--- src/design/hfm_pkg.sv ---
// ----------------------------------------------------------------------------
// hfm_pkg
// Types, codes and constants shared by the fan mode controller modules.
// ----------------------------------------------------------------------------
`default_nettype none

package hfm_pkg;

	// Mode codes
	localparam logic [1:0] MODE_AUTO    = 2'd0;
	localparam logic [1:0] MODE_ON      = 2'd1;
	localparam logic [1:0] MODE_OFF     = 2'd2;
	localparam logic [1:0] MODE_DELAYED = 2'd3;

	// Press length thresholds (ticks)
	localparam logic [7:0] PRESS_SATURATE = 8'd128;
	localparam logic [7:0] PRESS_MEDIUM   = 8'd64;
	localparam logic [7:0] PRESS_GLITCH   = 8'd2;

	// Configuration register indexes
	localparam int unsigned CFG_INDEX_W = 3;
	localparam logic [CFG_INDEX_W-1:0] CFG_HUMIDITY_LIMIT   = 3'd0;
	localparam logic [CFG_INDEX_W-1:0] CFG_MIN_TEMPERATURE  = 3'd1;
	localparam logic [CFG_INDEX_W-1:0] CFG_TEMPERATURE_CHK  = 3'd2;
	localparam logic [CFG_INDEX_W-1:0] CFG_MIN_RUN_SECONDS  = 3'd3;
	localparam logic [CFG_INDEX_W-1:0] CFG_TICKS_PER_SECOND = 3'd4;
	localparam int unsigned CFG_DATA_W = 12;

	// Configuration reset values
	localparam logic [6:0]  RST_HUMIDITY_LIMIT   = 7'd55;
	localparam logic [7:0]  RST_MIN_TEMPERATURE  = 8'd22;
	localparam logic        RST_TEMPERATURE_CHK  = 1'b0;
	localparam logic [11:0] RST_MIN_RUN_SECONDS  = 12'd180;
	localparam logic [7:0]  RST_TICKS_PER_SECOND = 8'd62;

	// Interval scaling: minutes = floor(raw * 3 / 50), via reciprocal 3933 / 2^16
	localparam logic [11:0] INTERVAL_MUL   = 12'd3933;
	localparam int unsigned INTERVAL_SHIFT = 16;
	localparam logic [5:0]  INTERVAL_ZERO  = 6'd30;
	localparam int unsigned MINUTES_W      = 6;

	typedef struct packed {
		logic               button_down;
		logic signed [11:0] humidity_tenths;
		logic signed [11:0] temperature_tenths;
		logic [9:0]         interval_raw;
	} in_item_t;

	typedef struct packed {
		logic       fan_on;
		logic       led_on;
		logic [1:0] mode;
		logic       show_settings;
		logic       reset_request;
	} out_item_t;

	typedef struct packed {
		logic [6:0]        humidity_limit;
		logic signed [7:0] minimum_temperature;
		logic              temperature_check;
		logic [11:0]       minimum_run_seconds;
		logic [7:0]        ticks_per_second;
	} cfg_t;

endpackage

`default_nettype wire

--- src/design/hfm_interval.sv ---
// ----------------------------------------------------------------------------
// hfm_interval
// Turns the raw potentiometer value into delayed-mode run minutes.
// ----------------------------------------------------------------------------
`default_nettype none

module hfm_interval (
	input  wire logic [9:0]                    interval_raw,
	output logic      [hfm_pkg::MINUTES_W-1:0] minutes
);

	logic [21:0]                   prod;
	logic [hfm_pkg::MINUTES_W-1:0] quot;

	// Multiply by the reciprocal of 50/3 and keep the integer part
	assign prod = {12'd0, interval_raw} * {10'd0, hfm_pkg::INTERVAL_MUL};
	assign quot = prod[hfm_pkg::INTERVAL_SHIFT +: hfm_pkg::MINUTES_W];

	// Zero gives the default interval, otherwise at least one minute
	always_comb begin
		if (interval_raw == 10'd0) begin
			minutes = hfm_pkg::INTERVAL_ZERO;
		end else if (quot == '0) begin
			minutes = hfm_pkg::MINUTES_W'(1);
		end else begin
			minutes = quot;
		end
	end

endmodule

`default_nettype wire

--- src/design/hfm_core.sv ---
// ----------------------------------------------------------------------------
// hfm_core
// Controller state and its per-tick update: second divider, button timing,
// mode selection, auto and delayed fan control.
// ----------------------------------------------------------------------------
`default_nettype none

module hfm_core (
	input  wire logic                              clk,
	input  wire logic                              arst_n,
	input  wire logic                              step,
	input  wire hfm_pkg::in_item_t                 item,
	input  wire logic [hfm_pkg::MINUTES_W-1:0]     minutes,
	input  wire hfm_pkg::cfg_t                     cfg,
	output hfm_pkg::out_item_t                     result
);

	logic [7:0]  tick_q;
	logic [11:0] auto_run_q;
	logic [11:0] delayed_run_q;
	logic        fan_q;
	logic        may_stop_q;
	logic [1:0]  mode_q;
	logic [7:0]  press_q;
	logic        blink_q;
	logic        led_q;

	logic [7:0]  n_tick;
	logic [11:0] n_auto;
	logic [11:0] n_delayed;
	logic        n_fan;
	logic        n_may_stop;
	logic [1:0]  n_mode;
	logic [7:0]  n_press;
	logic        n_blink;
	logic        n_led;

	logic [7:0]         tps_eff;
	logic               second;
	logic               short_press;
	logic               settings;
	logic               reset_req;
	logic [11:0]        delayed_limit;
	logic [10:0]        hum_limit10;
	logic               hum_high;
	logic signed [12:0] temp_ext;
	logic signed [12:0] min_temp_ext;
	logic signed [12:0] min_temp10;
	logic               cold;

	// Divider of zero behaves as one
	assign tps_eff = (cfg.ticks_per_second == 8'd0) ? 8'd1 : cfg.ticks_per_second;
	assign second  = tick_q >= (tps_eff - 8'd1);

	// Delayed run length in seconds: minutes * 60
	assign delayed_limit = {minutes, 6'd0} - {4'd0, minutes, 2'd0};

	// Thresholds scaled to tenths
	assign hum_limit10  = {1'b0, cfg.humidity_limit, 3'd0} + {3'd0, cfg.humidity_limit, 1'b0};
	assign hum_high     = $signed({item.humidity_tenths[11], item.humidity_tenths})
		> $signed({2'b00, hum_limit10});
	assign temp_ext     = {item.temperature_tenths[11], item.temperature_tenths};
	assign min_temp_ext = {{5{cfg.minimum_temperature[7]}}, cfg.minimum_temperature};
	assign min_temp10   = (min_temp_ext <<< 3) + (min_temp_ext <<< 1);
	assign cold         = cfg.temperature_check && (temp_ext < min_temp10);

	// Work out the state after this tick
	always_comb begin
		n_tick      = tick_q;
		n_auto      = auto_run_q;
		n_delayed   = delayed_run_q;
		n_fan       = fan_q;
		n_may_stop  = may_stop_q;
		n_mode      = mode_q;
		n_press     = press_q;
		n_blink     = blink_q;
		n_led       = led_q;
		short_press = 1'b0;
		settings    = 1'b0;
		reset_req   = 1'b0;

		// One-second event
		if (second) begin
			n_tick = 8'd0;
			if (mode_q == hfm_pkg::MODE_AUTO && fan_q && !may_stop_q) begin
				if (auto_run_q == cfg.minimum_run_seconds) begin
					n_may_stop = 1'b1;
				end
				n_auto = auto_run_q + 12'd1;
			end else begin
				n_auto = 12'd0;
			end
			if (mode_q == hfm_pkg::MODE_DELAYED && fan_q && !may_stop_q) begin
				if (delayed_run_q == delayed_limit) begin
					n_may_stop = 1'b1;
				end
				n_delayed = delayed_run_q + 12'd1;
			end else begin
				n_delayed = 12'd0;
			end
			if (fan_q) begin
				n_blink = ~blink_q;
				n_led   = ~blink_q;
			end else begin
				n_led = 1'b0;
			end
		end else begin
			n_tick = tick_q + 8'd1;
		end

		// Button: count while held, classify on release
		if (item.button_down) begin
			if (press_q < hfm_pkg::PRESS_SATURATE) begin
				n_press = press_q + 8'd1;
			end
		end else begin
			if (press_q > hfm_pkg::PRESS_GLITCH) begin
				if (press_q >= hfm_pkg::PRESS_SATURATE) begin
					reset_req = 1'b1;
				end else if (press_q >= hfm_pkg::PRESS_MEDIUM) begin
					settings = 1'b1;
				end else begin
					short_press = 1'b1;
				end
			end
			n_press = 8'd0;
		end

		// Settings resynchronises the divider
		if (settings) begin
			n_tick = 8'd0;
		end

		// Mode selection on short press
		if (short_press) begin
			n_mode = (mode_q == hfm_pkg::MODE_DELAYED) ? hfm_pkg::MODE_AUTO : mode_q + 2'd1;
			unique case (n_mode)
				hfm_pkg::MODE_ON: begin
					n_fan  = 1'b1;
					n_tick = 8'd0;
				end
				hfm_pkg::MODE_OFF: begin
					n_fan = 1'b0;
				end
				hfm_pkg::MODE_AUTO: begin
					n_may_stop = 1'b1;
					n_tick     = 8'd0;
				end
				default: begin
					n_may_stop = 1'b0;
					n_tick     = 8'd0;
				end
			endcase
		end

		// Auto and delayed control
		if (n_mode == hfm_pkg::MODE_AUTO) begin
			if (hum_high) begin
				if (!cold) begin
					if (!n_fan) begin
						n_fan      = 1'b1;
						n_may_stop = 1'b0;
					end
					n_auto = 12'd0;
				end
			end else if (n_may_stop && n_fan) begin
				n_fan      = 1'b0;
				n_may_stop = 1'b0;
			end
		end else if (n_mode == hfm_pkg::MODE_DELAYED) begin
			if (!n_may_stop) begin
				n_fan = 1'b1;
			end else begin
				if (n_fan) begin
					n_fan      = 1'b0;
					n_may_stop = 1'b0;
				end
				n_mode = hfm_pkg::MODE_AUTO;
			end
		end

		// Long press returns everything to reset
		if (reset_req) begin
			n_tick     = 8'd0;
			n_auto     = 12'd0;
			n_delayed  = 12'd0;
			n_fan      = 1'b0;
			n_may_stop = 1'b0;
			n_mode     = hfm_pkg::MODE_AUTO;
			n_press    = 8'd0;
			n_blink    = 1'b0;
			n_led      = 1'b0;
		end
	end

	// Result as seen after the update
	assign result.fan_on        = n_fan;
	assign result.led_on        = n_led;
	assign result.mode          = n_mode;
	assign result.show_settings = settings;
	assign result.reset_request = reset_req;

	// Advance state once per item
	always_ff @(posedge clk or negedge arst_n) begin
		if (!arst_n) begin
			tick_q        <= 8'd0;
			auto_run_q    <= 12'd0;
			delayed_run_q <= 12'd0;
			fan_q         <= 1'b0;
			may_stop_q    <= 1'b0;
			mode_q        <= hfm_pkg::MODE_AUTO;
			press_q       <= 8'd0;
			blink_q       <= 1'b0;
			led_q         <= 1'b0;
		end else if (step) begin
			tick_q        <= n_tick;
			auto_run_q    <= n_auto;
			delayed_run_q <= n_delayed;
			fan_q         <= n_fan;
			may_stop_q    <= n_may_stop;
			mode_q        <= n_mode;
			press_q       <= n_press;
			blink_q       <= n_blink;
			led_q         <= n_led;
		end
	end

endmodule

`default_nettype wire

--- src/design/humidity_fan_mode_controller_unit.sv ---
// ----------------------------------------------------------------------------
// humidity_fan_mode_controller_unit
// Pipeline: an accepted item is held in the input register, and its result item is registered in the result register.
// Throughput: one item per cycle while the output is not stalled, set by the single-pass tick update between registers.
// Reset: state clears to auto mode with the fan off; configuration registers take their defaults.
// ----------------------------------------------------------------------------
`default_nettype none

module humidity_fan_mode_controller_unit (
	input  wire logic                              clk,
	input  wire logic                              arst_n,
	input  wire logic                              in_valid,
	output logic                                   in_stall,
	input  wire hfm_pkg::in_item_t                 in_data,
	output logic                                   out_valid,
	input  wire logic                              out_stall,
	output hfm_pkg::out_item_t                     out_data,
	input  wire logic                              cfg_we,
	input  wire logic [hfm_pkg::CFG_INDEX_W-1:0]   cfg_index,
	input  wire logic [hfm_pkg::CFG_DATA_W-1:0]    cfg_wdata
);

	hfm_pkg::cfg_t                     cfg_q;
	logic                              valid_s1;
	hfm_pkg::in_item_t                 item_s1;
	logic [hfm_pkg::MINUTES_W-1:0]     minutes_s1;
	logic [hfm_pkg::MINUTES_W-1:0]     minutes_in;
	logic                              out_valid_q;
	hfm_pkg::out_item_t                out_q;
	hfm_pkg::out_item_t                result;
	logic                              advance;
	logic                              accept;

	// Move an item on when the result register is free or being emptied
	assign advance  = valid_s1 && (!out_valid_q || !out_stall);
	assign in_stall = valid_s1 && !advance;
	assign accept   = in_valid && !in_stall;

	// Configuration registers
	always_ff @(posedge clk or negedge arst_n) begin
		if (!arst_n) begin
			cfg_q.humidity_limit      <= hfm_pkg::RST_HUMIDITY_LIMIT;
			cfg_q.minimum_temperature <= hfm_pkg::RST_MIN_TEMPERATURE;
			cfg_q.temperature_check   <= hfm_pkg::RST_TEMPERATURE_CHK;
			cfg_q.minimum_run_seconds <= hfm_pkg::RST_MIN_RUN_SECONDS;
			cfg_q.ticks_per_second    <= hfm_pkg::RST_TICKS_PER_SECOND;
		end else if (cfg_we) begin
			unique case (cfg_index)
				hfm_pkg::CFG_HUMIDITY_LIMIT:   cfg_q.humidity_limit      <= cfg_wdata[6:0];
				hfm_pkg::CFG_MIN_TEMPERATURE:  cfg_q.minimum_temperature <= cfg_wdata[7:0];
				hfm_pkg::CFG_TEMPERATURE_CHK:  cfg_q.temperature_check   <= cfg_wdata[0];
				hfm_pkg::CFG_MIN_RUN_SECONDS:  cfg_q.minimum_run_seconds <= cfg_wdata[11:0];
				hfm_pkg::CFG_TICKS_PER_SECOND: cfg_q.ticks_per_second    <= cfg_wdata[7:0];
				default: begin
				end
			endcase
		end
	end

	// Scale the interval on the way in
	hfm_interval u_interval (
		.interval_raw (in_data.interval_raw),
		.minutes      (minutes_in)
	);

	// Input register
	always_ff @(posedge clk or negedge arst_n) begin
		if (!arst_n) begin
			valid_s1 <= 1'b0;
		end else if (accept) begin
			valid_s1 <= 1'b1;
		end else if (advance) begin
			valid_s1 <= 1'b0;
		end
	end

	always_ff @(posedge clk) begin
		if (accept) begin
			item_s1    <= in_data;
			minutes_s1 <= minutes_in;
		end
	end

	hfm_core u_core (
		.clk     (clk),
		.arst_n  (arst_n),
		.step    (advance),
		.item    (item_s1),
		.minutes (minutes_s1),
		.cfg     (cfg_q),
		.result  (result)
	);

	// Result register
	always_ff @(posedge clk or negedge arst_n) begin
		if (!arst_n) begin
			out_valid_q <= 1'b0;
		end else if (advance) begin
			out_valid_q <= 1'b1;
		end else if (!out_stall) begin
			out_valid_q <= 1'b0;
		end
	end

	always_ff @(posedge clk) begin
		if (advance) begin
			out_q <= result;
		end
	end

	assign out_valid = out_valid_q;
	assign out_data  = out_q;

endmodule

`default_nettype wire

--- config.mk ---
export PLATFORM = sky130hd
export DESIGN_NAME = humidity_fan_mode_controller_unit
export DESIGN_NICKNAME = d
export VERILOG_FILES = /design/src/design/hfm_pkg.sv /design/src/design/hfm_interval.sv /design/src/design/hfm_core.sv /design/src/design/humidity_fan_mode_controller_unit.sv
export SDC_FILE = /design/constraint.sdc
export NUM_CORES = 1
export LEC_CHECK = 0
export ABC_AREA = 1
export BUFFER_PORTS_ARGS = -buffer_cell sky130_fd_sc_hd__buf_4
export CAP_MARGIN = 20
export CORE_MARGIN = 1
export CORE_UTILIZATION = 56
export DETAILED_ROUTE_END_ITERATION = 10
export PLACE_DENSITY = 0.8
export SLEW_MARGIN = 20
export SYNTH_ARGS = -nofsm -noshare
export SYNTH_HDL_FRONTEND = slang
export SYNTH_SLANG_ARGS = --single-unit
--- constraint.sdc ---
create_clock -name clk -period 2.9 [get_ports clk]
set_input_delay 0.435 -clock clk [delete_from_list [all_inputs] [get_ports clk]]
set_output_delay 0.435 -clock clk [all_outputs]
set_load 0.05 [all_outputs]
Yosys cells after proc, flatten, opt, wreduce, memory -nomap -nowiden
Cells that the tools add are included.
W data, S select, Z words.
{ "op_classes": {"n_eq_ne": 12, "n_bitwise": 1, "n_mul": 1, "reduce_logical": 35, "magnitude_cmp": 7, "mux": 71, "add_sub_neg": 9} }
{ "op_table": {"columns": ["cell", "n"], "rows": [
  ["$mux W12", 9],
  ["$mux W8", 9],
  ["$mux W1", 44],
  ["$add A12 B1 Y12 const B", 2],
  ["$eq A12 B12 Y1", 2],
  ["$mul A10 B12 Y22 const B", 1],
  ["$add A8 B1 Y8 const B", 2],
  ["$reduce_and A2 Y1", 7],
  ["$add A11 B9 Y12", 1],
  ["$gt A12 B12 Y1", 1],
  ["$lt A12 B12 Y1", 1],
  ["$mux W2", 6],
  ["$sub A12 B8 Y12", 1],
  ["$add A10 B8 Y11", 1],
  ["$logic_not A10 Y1", 1],
  ["$logic_and A1 B1 Y1", 9],
  ["$ge A8 B7 Y1 const B", 1],
  ["$ge A8 B8 Y1", 1],
  ["$ge A8 B8 Y1 const B", 1],
  ["$gt A8 B2 Y1 const B", 1],
  ["$logic_not A8 Y1", 1],
  ["$lt A8 B8 Y1 const B", 1],
  ["$sub A8 B1 Y8 const B", 1],
  ["$eq A2 B2 Y1 const B", 3],
  ["other kinds (18)", 29]
]} }
{ "word_totals": {"register_bits": 121, "elab_cells": 162, "in_bits": 55} }

Depth between registers and ports, before layout
Gate-level depths: netlist (run 1).
{ "logic_depth": {"ltp_word": 14, "ltp_mapped": 22} }

Hierarchy
Synthesis (run 1) repeated with hierarchy kept, for this count alone.
{ "hier_totals": {"hier_cells": 1228, "area_unflattened_um2": 10287.4} }
{ "modules_own_cells": {"columns": ["module", "n_inst", "area_per_inst_um2", "cells_each"], "rows": [
  ["hfm_core", 1, 4526.8, 635],
  ["humidity_fan_mode_controller_unit", 1, 2985.4, 227],
  ["hfm_interval", 1, 2775.2, 366]
]} }

Least setup slack after synthesis (run 1)
No wires, ideal clock.
{ "synth_timing": {"path_kind": "in2reg", "start": "input in_data[1] (netlist name)", "end": "register minutes_s1[0] (netlist name), data pin", "arrival_ns": 4.526, "slack_ns": -1.772, "path_stages": 20, "path_cell_list": "fa_1 > inv_1 > fa_1 > inv_1 > fa_1 > inv_1 > fa_1 > fa_1 > inv_1 > ha_1 > a21oi_1 > o21ai_0 > a21oi_1 > nand2_1 > nand2_1 > nand2_1 > a21oi_1 > xor2_1 > nand3b_1 > a21oi_1"} }
{ "synth_via": {"elab_chain_cells": 3} }
{ "synth_rtl": {"columns": ["element", "line_no", "source"], "rows": [
  ["start: declaration", "humidity_fan_mode_controller_unit.sv:14", "input wire hfm_pkg::in_item_t in_data,"],
  ["$mul A10 B12 Y22", "hfm_interval.sv:16", "assign prod = {12'd0, interval_raw} * {10'd0, hfm_pkg::INTERVAL_MUL};"],
  ["$logic_not A6 Y1", "hfm_interval.sv:23", "end else if (quot == '0) begin"],
  ["$mux W5", "hfm_interval.sv:23", null],
  ["end signal: assignment", "humidity_fan_mode_controller_unit.sv:80", "minutes_s1 <= minutes_in;"],
  ["end: declaration", "humidity_fan_mode_controller_unit.sv:26", "logic [hfm_pkg::MINUTES_W-1:0] minutes_s1;"]
]} }
Parallel ways exist; a longest one is shown, timed or not.
A chain may end at the register's enable or synchronous reset.

Worst setup path after layout (run 1)
{ "layout_timing": {"start": "input in_data[6] (netlist name)", "end": "register minutes_s1[0] (netlist name), data pin"} }
Same word-level chain as after synthesis.

==> results of run 1 <==
power by group:
part           leakage, nW  total, mW  internal, mW  switching (mW)
registers             1.41       2.62          2.21           0.406
clock network        0.269       2.08          1.30           0.774
logic                 4.54       7.70          3.48            4.22
critical path: cells and delay by family:
family	cells	cell delay, ns
adders and majority gates	6	2.63
xor gates and xnor gates	1	0.16
buffers and inverters	7	0.52
and+or+nand+nor	7	0.72
AOI/OAI and AO/OA	1	0.13
registers in the layout (all words and copies together), names as in the netlist:
signal,flops
cfg_q,36
item_s1,24
out_valid,1
u_core.led_q,1
u_core.fan_q,1
u_core.blink_q,1
valid_s1,1
u_core.may_stop_q,1
minutes_s1,6
u_core.mode_q,2
u_core.press_q,8
u_core.delayed_run_q,12
u_core.auto_run_q,12
out_data,6
u_core.tick_q,8
routing by layer:
layer	vias to the layer above	track usage	wire (microns)
met3	173	0.04306	1580
met2	449	0.5241	14640
met5	-	0	0
met1	4225	0.3160	10390
li1	3986	-	-
met4	0	0.1537	1661
layout make-up:
| type | instances | area share |
|---|---|---|
| multi-input cells | 756 | 0.4958 |
| well taps | 220 | 0.02153 |
| clock buffers | 23 | 0.03661 |
| clock inverters | 9 | 0.007929 |
| flip-flops and latches | 120 | 0.2507 |
| inverters | 200 | 0.06069 |
| repair buffers | 202 | 0.1268 |
worst max path at each step:
stage / endpoint / slack [ns] / depth (start not counted)
after floorplan: minutes_s1[0]$_SDFFCE_PP0P_ / -1.54 / 20
after global placement: minutes_s1[0]$_SDFFCE_PP0P_ / -1.76 / 19
after detailed placement: minutes_s1[0]$_SDFFCE_PP0P_ / -1.88 / 18
after CTS: minutes_s1[0]$_SDFFCE_PP0P_ / -1.38 / 21
after global routing: minutes_s1[0]$_SDFFCE_PP0P_ / -1.64 / 21
final: minutes_s1[0]$_SDFFCE_PP0P_ / -1.44 / 22
placed cells by master (no fill, tap or decap), drive strengths merged, types with 3 or more instances in the layout:
cell type / n
a211oi: 3
a21o: 3
a21oi: 58
buf: 202
clkbuf: 23
clkinv: 4
clkinvlp: 3
dfrtp: 67
dfstp: 17
edfxtp: 36
fa: 46
ha: 116
inv: 200
mux2: 4
nand2: 180
nand3: 67
nand3b: 5
nand4: 13
nor2: 71
nor3: 21
nor3b: 3
nor4: 5
o21a: 3
o21ai: 78
o22ai: 13
o31ai: 3
or2: 3
xnor2: 21
xor2: 31
logic make-up after synthesis:
logic type | synth area share
buffers and inverters | 0.08571
and+or+nand+nor | 0.1733
DFF | 0.3393
AOI/OAI and AO/OA | 0.09763
xor gates and xnor gates | 0.04822
muxes | 0.004769
adders and majority gates | 0.2512
per-stage QoR:
step / power (mW) / utilization / instance area [sq um] / setup WS, ns
2_1_floorplan: 6.442 / - / 9578 / -1.544
3_3_place_gp: 8.175 / 0.6747 / 11150 / -1.755
3_5_place_dp: 8.419 / 0.6747 / 11150 / -1.879
4_1_cts: 11.17 / 0.7407 / 12240 / -1.383
5_1_grt: 13.20 / 0.7735 / 12780 / -1.644
6_report: 12.40 / 0.7735 / 12780 / -1.438
cells in the mapped netlist (all sizes together), types with 2 or more instances:
master    n  area, sq um
inv     200        750.7
nand2   180        688.2
ha      116         1451
o21ai    78        394.1
nor2     71        284.0
dfrtp    67         1677
nand3    67        345.3
a21oi    58        294.0
fa       46        920.9
edfxtp   36         1081
xor2     31        271.5
nor3     21        115.1
xnor2    21        183.9
dfstp    17        446.7
nand4    13        81.33
o22ai    13        81.33
clkbuf    9        43.79
nand3b    5        37.54
nor4      5        37.53
mux2      4        45.04
a211oi    3        22.52
a21o      3        22.52
buf       3        15.01
nor3b     3        22.52
o21a      3        22.52
o31ai     3        22.52
or2       3        18.77
a31oi     2        12.51
what timing repair did:
item                                    4_1_cts  5_1_grt
setup buffers                                16        9
endpoints found under the setup margin       46       48
hold endpoints to repair                      0        0
resized for setup                            88      105
pin swaps                                    79       55
==> metrics.md, run 1 <==
| Metric | Value |
|---|---|
| Status | finished, violations left |
| Failing checks | setup timing |
| Critical R2R Launch | cfg_q[3]$_DFFE_PN1P_ |
| Worst path cell trace | buf_8, inv_8, fa_1, inv_2, ha_4, inv_2, fa_1, inv_1, fa_1, fa_1, ha_4, buf_4, nand4_1, inv_1, nand3_1, nand2_1, nand2_1, nand2_2, xor2_2, nand3_1, nand3b_1, a21oi_1 |
| Synth Net Count | 1305 |
| Area of the core | 16520 sq um |
| Placed instance count | roughly 1500 |
| Multi-input logic area | 6337 sq um |
| Starting Density | 0.5716 |
| Filler cell count | 884 |
| Vias/cell | approximately 5.8 |
| Setup_tns | -18.21 ns |
| Register area share after synthesis | 0.3393 |
| Crit path kind | in -> reg |
| Worst-path clk slew | 0.06 ns |
| Max-slew headroom | 0.4058 |
| Fin crit period | between 4 and 5 ns |
| Final #Nets | 1514 |
| Worst r2r path cells | 22 |
| Flop2flop setup slack | -0.44 ns |
| Critical path startpoint | in_data[6] |
| Number of flops mapped to enable cells by yosys | 36 |
| RSZ-0062 raised after global routing | true |
| Final std cells w/o fill | around 1500 |
| Die Y | approximately 130 microns |
| Number of remaining DRC errors | 0 |
| Final setup fails | 48 |
| VDD IR-drop max | 0.6295 mV |
| PD cells | roughly 970 nW/um^2 |
| Final wirelength | 28280 microns |
| Yosys reg bits | 120 |
| First-pass GRT wire length | between 30000 and 40000 microns |
| CTS Sinks | between 100 and 150 |
| Die ar. | 17390 sq um |
| Ys Warns | 0 |
| Maximum clock frequency | between 200 and 250 MHz |
| Syn avg cell area | 8.681 sq um |
| Clock tree buffer depth | 2 |
| Worst path slowest cell | fa_1 |
| R2r endpoint | out_data[5]$_DFFE_PP_ |
| Main synth FF type | dfrtp_1 |
| Hold Vio Cnt, Final | 0 |
| Max-cap violations | 0 |
| Storage element area | 3204 sq um |
| Syn Inst Count | roughly 1100 |
| CTS tree | done |
| CP Max Fanout | 3 |
| Io pins | 63 |
| Critical Path AT | between 4 and 5 ns |
| Mapped cell area | around 9400 sq um |
| Largest net degree at the start of global routing | 85 |
| Grt ovf | 0 |
| Overall Global Routing Usage | 0.2851 |
| P&R area growth vs syn | 35.33% |
| Ys async rst share | 0.7000 |
| Clock root cell | clkbuf_16 |
| CP most frequent cell | fa_1 |
| Antenna violations before repair | 0 |
| Worst-skew pair later-pin latency | 0.42 ns |
| P_leak | 6.218 nW |
| Vias in the first global route | between 8000 and 9000 |
| Pre-antenna DRT Iters | 9 |
| Hold Crit Class | in -> async |
| CP startpoint kind | primary input |
| Worst setup EP type | flip-flop |
| DR iter-0 viols | about 830 |
| Antenna Diode Count | 0 |
| Final period util | 1.496 |
| Netlist cell types | 46 |
| Number of buffers created by CTS | 17 |
| WL/cell | roughly 18 microns |
| Worst Max-Slew Pin Slew | approximately 0.9 ns |
| Die Span X | between 100 and 150 microns |
| Fin. max-slew vios | 0 |
| WHS | ~0.032 ns |
| Critical Path RT | 3.17 ns |
| Setup Skew | roughly 0.011 ns |
| Hold_buf cts | 0 |
| H-tree depth | 4 |
| Routed Antenna Nets | 0 |
| Layout cells sized above 1 | 0.3214 |
| HPWL Detailed | 16710 microns |
| Gpl congestion | 0.9328 |
| Final WS setup | -1.438 ns |
| Largest stage delay on the critical path | around 0.59 ns |
| # port buffers | 61 |
| DR vias | between 8000 and 9000 |
| Placement row count | 47 |
No activity file was read; power rests on OpenSTA's default activity.
==> run 2, diff against run 1 <==
--- a/config.mk
+++ b/config.mk
@@ -9,9 +9,9 @@
 export BUFFER_PORTS_ARGS = -buffer_cell sky130_fd_sc_hd__buf_4
 export CAP_MARGIN = 20
 export CORE_MARGIN = 1
-export CORE_UTILIZATION = 56
+export CORE_UTILIZATION = 60
 export DETAILED_ROUTE_END_ITERATION = 10
-export PLACE_DENSITY = 0.8
+export PLACE_DENSITY = 0.81
 export SLEW_MARGIN = 20
 export SYNTH_ARGS = -nofsm -noshare
 export SYNTH_HDL_FRONTEND = slang
==> constraint.sdc (replaced) <==
create_clock -name clk -period 5.27 [get_ports clk]
set_input_delay 0.7905 -clock clk [delete_from_list [all_inputs] [get_ports clk]]
set_output_delay 0.7905 -clock clk [all_outputs]
set_load 0.05 [all_outputs]
==> run 2 against run 1 <==
Compared with the run above: the flow now finishes without violations; critical path type unchanged; non-clock buffer count fell by 122; first-iteration DRC count is 44% lower; global-route usage is 1.6 points lower; register-to-register slack improved by 1.8 ns; total power shrank 57%; largest power group unchanged.
==> metrics.md, run 2 (synthesized netlist as in run 1, its figures left out) <==
| Metric | Value |
|---|---|
| Status | finished, final reports clean |
| P&R area growth vs syn | 14.64% |
| WL/cell | ~14 microns |
| Filler cell count | 1173 |
| Final wirelength | around 20000 microns |
| Final period util | 0.9428 |
| Max reg flops | 36 |
| Clock tree buffer depth | 2 |
| First-pass GRT wire length | 34000 microns |
| P_leak | 5.426 nW |
| Worst-path clk slew | 0.06 ns |
| CP Max Fanout | 4 |
| Number of buffers created by CTS | 17 |
| Worst-skew pair later-pin latency | about 0.42 ns |
| DR iter-0 viols | 460 |
| Most frequent cells in the layout | inv_1 (197), nand2_1 (175), ha_1 (116) |
| Hold Vio Cnt, Final | 0 |
| WHS | about 0.37 ns |
| Worst Max-Slew Pin Slew | 0.8305 ns |
| Fin. max-slew vios | 0 |
| Setup_tns | 0 ns |
| Worst path slowest cell | fa_1 |
| Setup repair bufs after CTS | 0 |
| Die Span X | ~130 microns |
| DR vias | roughly 7500 |
| Die ar. | ~16000 sq um |
| Overall Global Routing Usage | 0.2687 |
| Commonest non-fill, non-tap cell in the layout | inv_1 |
| Placement row count | between 40 and 50 |
| Starting Density | 0.6190 |
| CTS resizes | 0 |
| Max-cap violations | 0 |
| # port buffers | 61 |
| Worst setup EP type | flip-flop |
| Storage element area | about 3200 sq um |
| Layout cells sized above 1 | 0.1313 |
| VDD IR-drop max | approximately 0.29 mV |
| CP most frequent cell | fa_1 |
| Antenna violations before repair | 0 |
| CTS Sinks | between 100 and 150 |
| Gpl congestion | approximately 0.90 |
| PD cells | between 400 and 500 nW/um^2 |
| Die Y | about 130 microns |
| Top reg by flops | cfg_q |
| Critical Path RT | roughly 5.5 ns |
| Io pins | 63 |
| Area of the core | approximately 15000 sq um |
| RSZ-0062 raised after global routing | false |
| CTS tree | done |
| Largest net degree at the start of global routing | 48 |
| Hold Crit Class | in -> async |
| Clock root cell | clkbuf_16 |
| CP startpoint kind | primary input |
| Largest stage delay on the critical path | around 0.6 ns |
| Setup Skew | around 0.0099 ns |
| Vias/cell | ~5.3 |
| Crit path kind | in -> reg |
| Critical Path AT | 5.24 ns |
| Worst path cell trace | buf_4, fa_1, fa_1, fa_1, inv_1, fa_1, fa_1, inv_1, ha_1, a21oi_1, o21ai_0, a21oi_1, nand2_1, nand2_1, nand2_1, a21oi_1, xor2_1, nand3b_1, a21oi_1 |
| Final #Nets | ~1400 |
| HPWL Detailed | ~16000 microns |
| Antenna Diode Count | 0 |
| Number of remaining DRC errors | 0 |
| Largest registers | cfg_q x36, item_s1 x24 |
| Grt ovf | 0 |
| Fin crit period | 4.968 ns |
| Final setup fails | 0 |
| Vias in the first global route | 7413 |
| H-tree depth | 4 |
| Routed Antenna Nets | 0 |
| Pre-antenna DRT Iters | 5 |
| Maximum clock frequency | 201.3 MHz |
| Hold_buf cts | 0 |
| Multi-input logic area | about 5400 sq um |
| Max-slew headroom | 0.4412 |
## run 2: cell types whose count changed in the layout (fill, tap and decap cells not counted), moves of 13 or more
cell / delta
buf_6: -17
a21oi_2: -19
a21oi_1: +20
buf_4: -101
ha_1: +19
inv_1: +15
o21ai_0: +19
nand2_2: -13
nand3_1: +17
nand2_1: +22
ha_4: -17
## run 2: layout make-up
cell class | instances | share of cell area
inverter | 200 | 0.06933
timing repair buffer | 80 | 0.05547
clock buffer | 18 | 0.03963
tap | 211 | 0.02438
multi-input combinational | 756 | 0.5016
clock inverter | 14 | 0.01364
sequential | 120 | 0.2959
## run 2: path summary, 6_finish.rpt
check | slack [ns] | cells after the start | start | endpoint
worst max-delay path | 0.30 | 19 | in_data[7] | minutes_s1[0]$_SDFFCE_PP0P_
worst min-delay path | 0.37 | 1 | arst_n | u_core.tick_q[3]$_DFFE_PN0P_
worst max register to register | 1.36 | 22 | cfg_q[3]$_DFFE_PN1P_ | u_core.delayed_run_q[10]$_DFFE_PN0P_
worst min register to register | 0.50 | 2 | cfg_q[20]$_DFFE_PN0P_ | cfg_q[20]$_DFFE_PN0P_
max in group asynchronous | 3.97 | 2 | arst_n | u_core.delayed_run_q[9]$_DFFE_PN0P_
min in group clk | 0.50 | 2 | cfg_q[20]$_DFFE_PN0P_ | cfg_q[20]$_DFFE_PN0P_
## run 2: stage by stage
step	cell area (sq um)	util	power (mW)	std cells	setup WS (ns)
finish	10830	0.7096	5.283	1399	0.3015
global route	10830	0.7096	5.782	1399	0.05734
CTS	10830	0.7096	5.286	1399	0.3181
detailed placement	10250	0.6718	4.123	1367	-0.1392
global placement	10250	0.6718	4.019	1367	0.004813
floorplan	9445	-	3.449	1088	0.2427
## run 2: power breakdown
group | internal (mW) | leakage (nW) | total [mW] | switching [mW]
registers | 1.22 | 1.41 | 1.42 | 0.197
logic | 1.11 | 3.73 | 2.73 | 1.62
clock network | 0.697 | 0.281 | 1.14 | 0.439
## run 2: worst max-delay path, delay by kind of cell
kind	cells	cell delay, ns
compound gates	5	0.69
xor+xnor	1	0.21
fa+ha+maj	6	2.97
buf+inv	3	0.23
simple gates	4	0.33
## run 2: metal layers
layer	wire length, microns	track usage	vias up
met5	0	0	-
met4	316	0.08123	0
met3	816	0.04732	22
met2	9749	0.4574	187
met1	9215	0.3511	3520
li1	-	-	3749
==> run 3, diff against run 2 <==
--- a/config.mk
+++ b/config.mk
@@ -9,9 +9,9 @@
 export BUFFER_PORTS_ARGS = -buffer_cell sky130_fd_sc_hd__buf_4
 export CAP_MARGIN = 20
 export CORE_MARGIN = 1
-export CORE_UTILIZATION = 60
+export CORE_UTILIZATION = 50
 export DETAILED_ROUTE_END_ITERATION = 10
-export PLACE_DENSITY = 0.81
+export PLACE_DENSITY = 0.7
 export SLEW_MARGIN = 20
 export SYNTH_ARGS = -nofsm -noshare
 export SYNTH_HDL_FRONTEND = slang
==> constraint.sdc (replaced) <==
create_clock -name clk -period 5.27 [get_ports clk]
set_input_delay 1.054 -clock clk [delete_from_list [all_inputs] [get_ports clk]]
set_output_delay 1.054 -clock clk [all_outputs]
set_load 0.05 [all_outputs]
==> run 3 against run 2 <==
Compared with the run above: sequential cell count unchanged; clock power about the same; hold slack improved by 0.11 ns; sequential share of layout area decreased by 1.0 points; clock skew decreased by 0.0019 ns; critical path type unchanged; critical endpoint unchanged; largest cell class unchanged; largest power group unchanged; highest routed layer unchanged.
==> metrics.md, run 3 (synthesized netlist as in run 1, its figures left out) <==
| Metric | Value |
|---|---|
| Pre-antenna DRT Iters | 7 |
| CTS tree | done |
| Maximum clock frequency | roughly 200 MHz |
| CP startpoint kind | primary input |
| Final period util | 0.9626 |
| Starting Density | 0.5187 |
| Die ar. | slightly below 20000 sq um |
| P_leak | about 5.6 nW |
| Clock root cell | clkbuf_16 |
| Io pins | 63 |
| Worst r2r path cells | 22 |
| Max-cap violations | 0 |
| # port buffers | 61 |
| Grt ovf | 0 |
| Fin area | about 11000 sq um |
| PD cells | around 500 nW/um^2 |
| DR iter-0 viols | about 390 |
| CTS Sinks | 120 |
| Overall Global Routing Usage | 0.2189 |
| P&R area growth vs syn | 18.69% |
| Hold Crit Class | reg -> reg |
| DR vias | ~7500 |
| Antenna Diode Count | 0 |
| First-pass GRT wire length | ~34000 microns |
| Routed Antenna Nets | 0 |
| Die Y | between 100 and 150 microns |
| Crit path kind | in -> reg |
| Most frequent cells in the layout | inv_1 (194), nand2_1 (174), buf_4 (115) |
| Max-slew headroom | 0.2231 |
| Final core occ | 0.6157 |
| Worst setup EP type | flip-flop |
| Gpl congestion | about 0.90 |
| Largest registers | cfg_q x36, item_s1 x24 |
| Critical R2R Launch | cfg_q[3]$_DFFE_PN1P_ |
| Commonest non-fill, non-tap cell in the layout | inv_1 |
| Largest net degree at the start of global routing | 47 |
| Area of the core | between 15000 and 20000 sq um |
| Final WS setup | ~0.20 ns |
| WL/cell | ~14 microns |
| Status | finished, final reports clean |
| Worst Max-Slew Pin Slew | about 1.2 ns |
| Top reg by flops | cfg_q |
| Critical Path AT | roughly 5.4 ns |
| Setup crit end | minutes_s1[0]$_SDFFCE_PP0P_ |
| R2r endpoint | u_core.delayed_run_q[10]$_DFFE_PN0P_ |
| Clock tree buffer depth | 2 |
| Vias in the first global route | ~7500 |
| RSZ-0062 raised after global routing | false |
| Worst-path clk slew | 0.06 ns |
| Final setup fails | 0 |
| Worst-skew pair later-pin latency | between 0.4 and 0.5 ns |
| H-tree depth | 4 |
| Final std cells w/o fill | 1452 |
| Die Span X | 139.4 microns |
| Setup_tns | 0 ns |
| Flop2flop setup slack | roughly 1.3 ns |
| Final wirelength | about 20000 microns |
| Critical path startpoint | in_data[3] |
| Max reg flops | 36 |
| Number of buffers created by CTS | 17 |
| Placed Area | approximately 11000 sq um |
| Placed instance count | ~1400 |
| WHS | between 0.4 and 0.5 ns |
| Placement row count | 49 |
| Setup Skew | around 0.0080 ns |
| Layout cells sized above 1 | 0.1717 |
| Power Total | 5.668 mW |
| Antenna violations before repair | 0 |
| HPWL Detailed | around 16000 microns |
| VDD IR-drop max | between 0.2 and 0.25 mV |
| CP Max Fanout | 4 |
| Number of remaining DRC errors | 0 |
| Pre-CTS WS | -0.2935 ns |
| Final #Nets | 1427 |
| Hold Vio Cnt, Final | 0 |
| Vias/cell | between 5 and 6 |
| Fin crit period | around 5.1 ns |
| Critical Path RT | about 5.5 ns |
| Fin. max-slew vios | 0 |
-- run 3: changes by cell type in the layout (fill, tap and decap cells not counted), sizes merged --
cell | previous run | this run
bufinv | 2 | 1
buf | 80 | 115
clkinvlp | 2 | 3
clkbuf | 18 | 19
inv | 203 | 202
-- run 3: worst max-delay path, cell delays in order --
cell	delay (ns)
buf_4	0.12
fa_1	0.58
inv_2	0.05
fa_1	0.49
inv_1	0.05
fa_1	0.47
inv_1	0.05
fa_1	0.46
fa_2	0.53
inv_1	0.06
ha_4	0.23
a21oi_2	0.15
o21ai_2	0.08
a21oi_2	0.13
nand2_1	0.08
nand2_1	0.09
nand2_2	0.07
a21oi_2	0.15
xor2_1	0.19
nand3b_1	0.12
a21oi_2	0.16
-- run 3: metal layers --
layer,vias up,GRT usage,part of all wire
met2,114,0.3951,0.51
met1,3548,0.2699,0.46
met5,-,0,0
met3,25,0.03648,0.024
met4,0,0.05731,0.013
li1,3808,-,-
-- run 3: worst min path at each step --
stage / startpoint / to / slack, ns / cells past startpoint
after global placement: cfg_q[0]$_DFFE_PN0P_ / cfg_q[0]$_DFFE_PN0P_ / 0.48 / 2
after CTS: cfg_q[0]$_DFFE_PN0P_ / cfg_q[0]$_DFFE_PN0P_ / 0.49 / 2
after global routing: cfg_q[20]$_DFFE_PN0P_ / cfg_q[20]$_DFFE_PN0P_ / 0.52 / 2
after detailed placement: cfg_q[0]$_DFFE_PN0P_ / cfg_q[0]$_DFFE_PN0P_ / 0.48 / 2
final: cfg_q[0]$_DFFE_PN0P_ / cfg_q[0]$_DFFE_PN0P_ / 0.49 / 2
after floorplan: cfg_q[0]$_DFFE_PN0P_ / cfg_q[0]$_DFFE_PN0P_ / 0.45 / 2
-- run 3: what timing repair did --
action	in CTS	in global routing
setup endpoints to repair	0	4
buffers inserted	0	1
hold buffers	0	0
resized for setup	0	19
-- run 3: cell type report --
class	count	area [sq um]
fillers	1570	6998
multi-input cells	756	5542
flip-flops and latches	120	3204
repair buffers	115	863.3
inverters	200	750.7
clock buffers	19	464.2
well taps	229	286.5
clock inverters	13	100.1
-- run 3: power breakdown --
group / switching [mW] / internal (mW)
Sequential: 0.181 / 1.22
Clock: 0.425 / 0.681
Combinational: 1.76 / 1.40
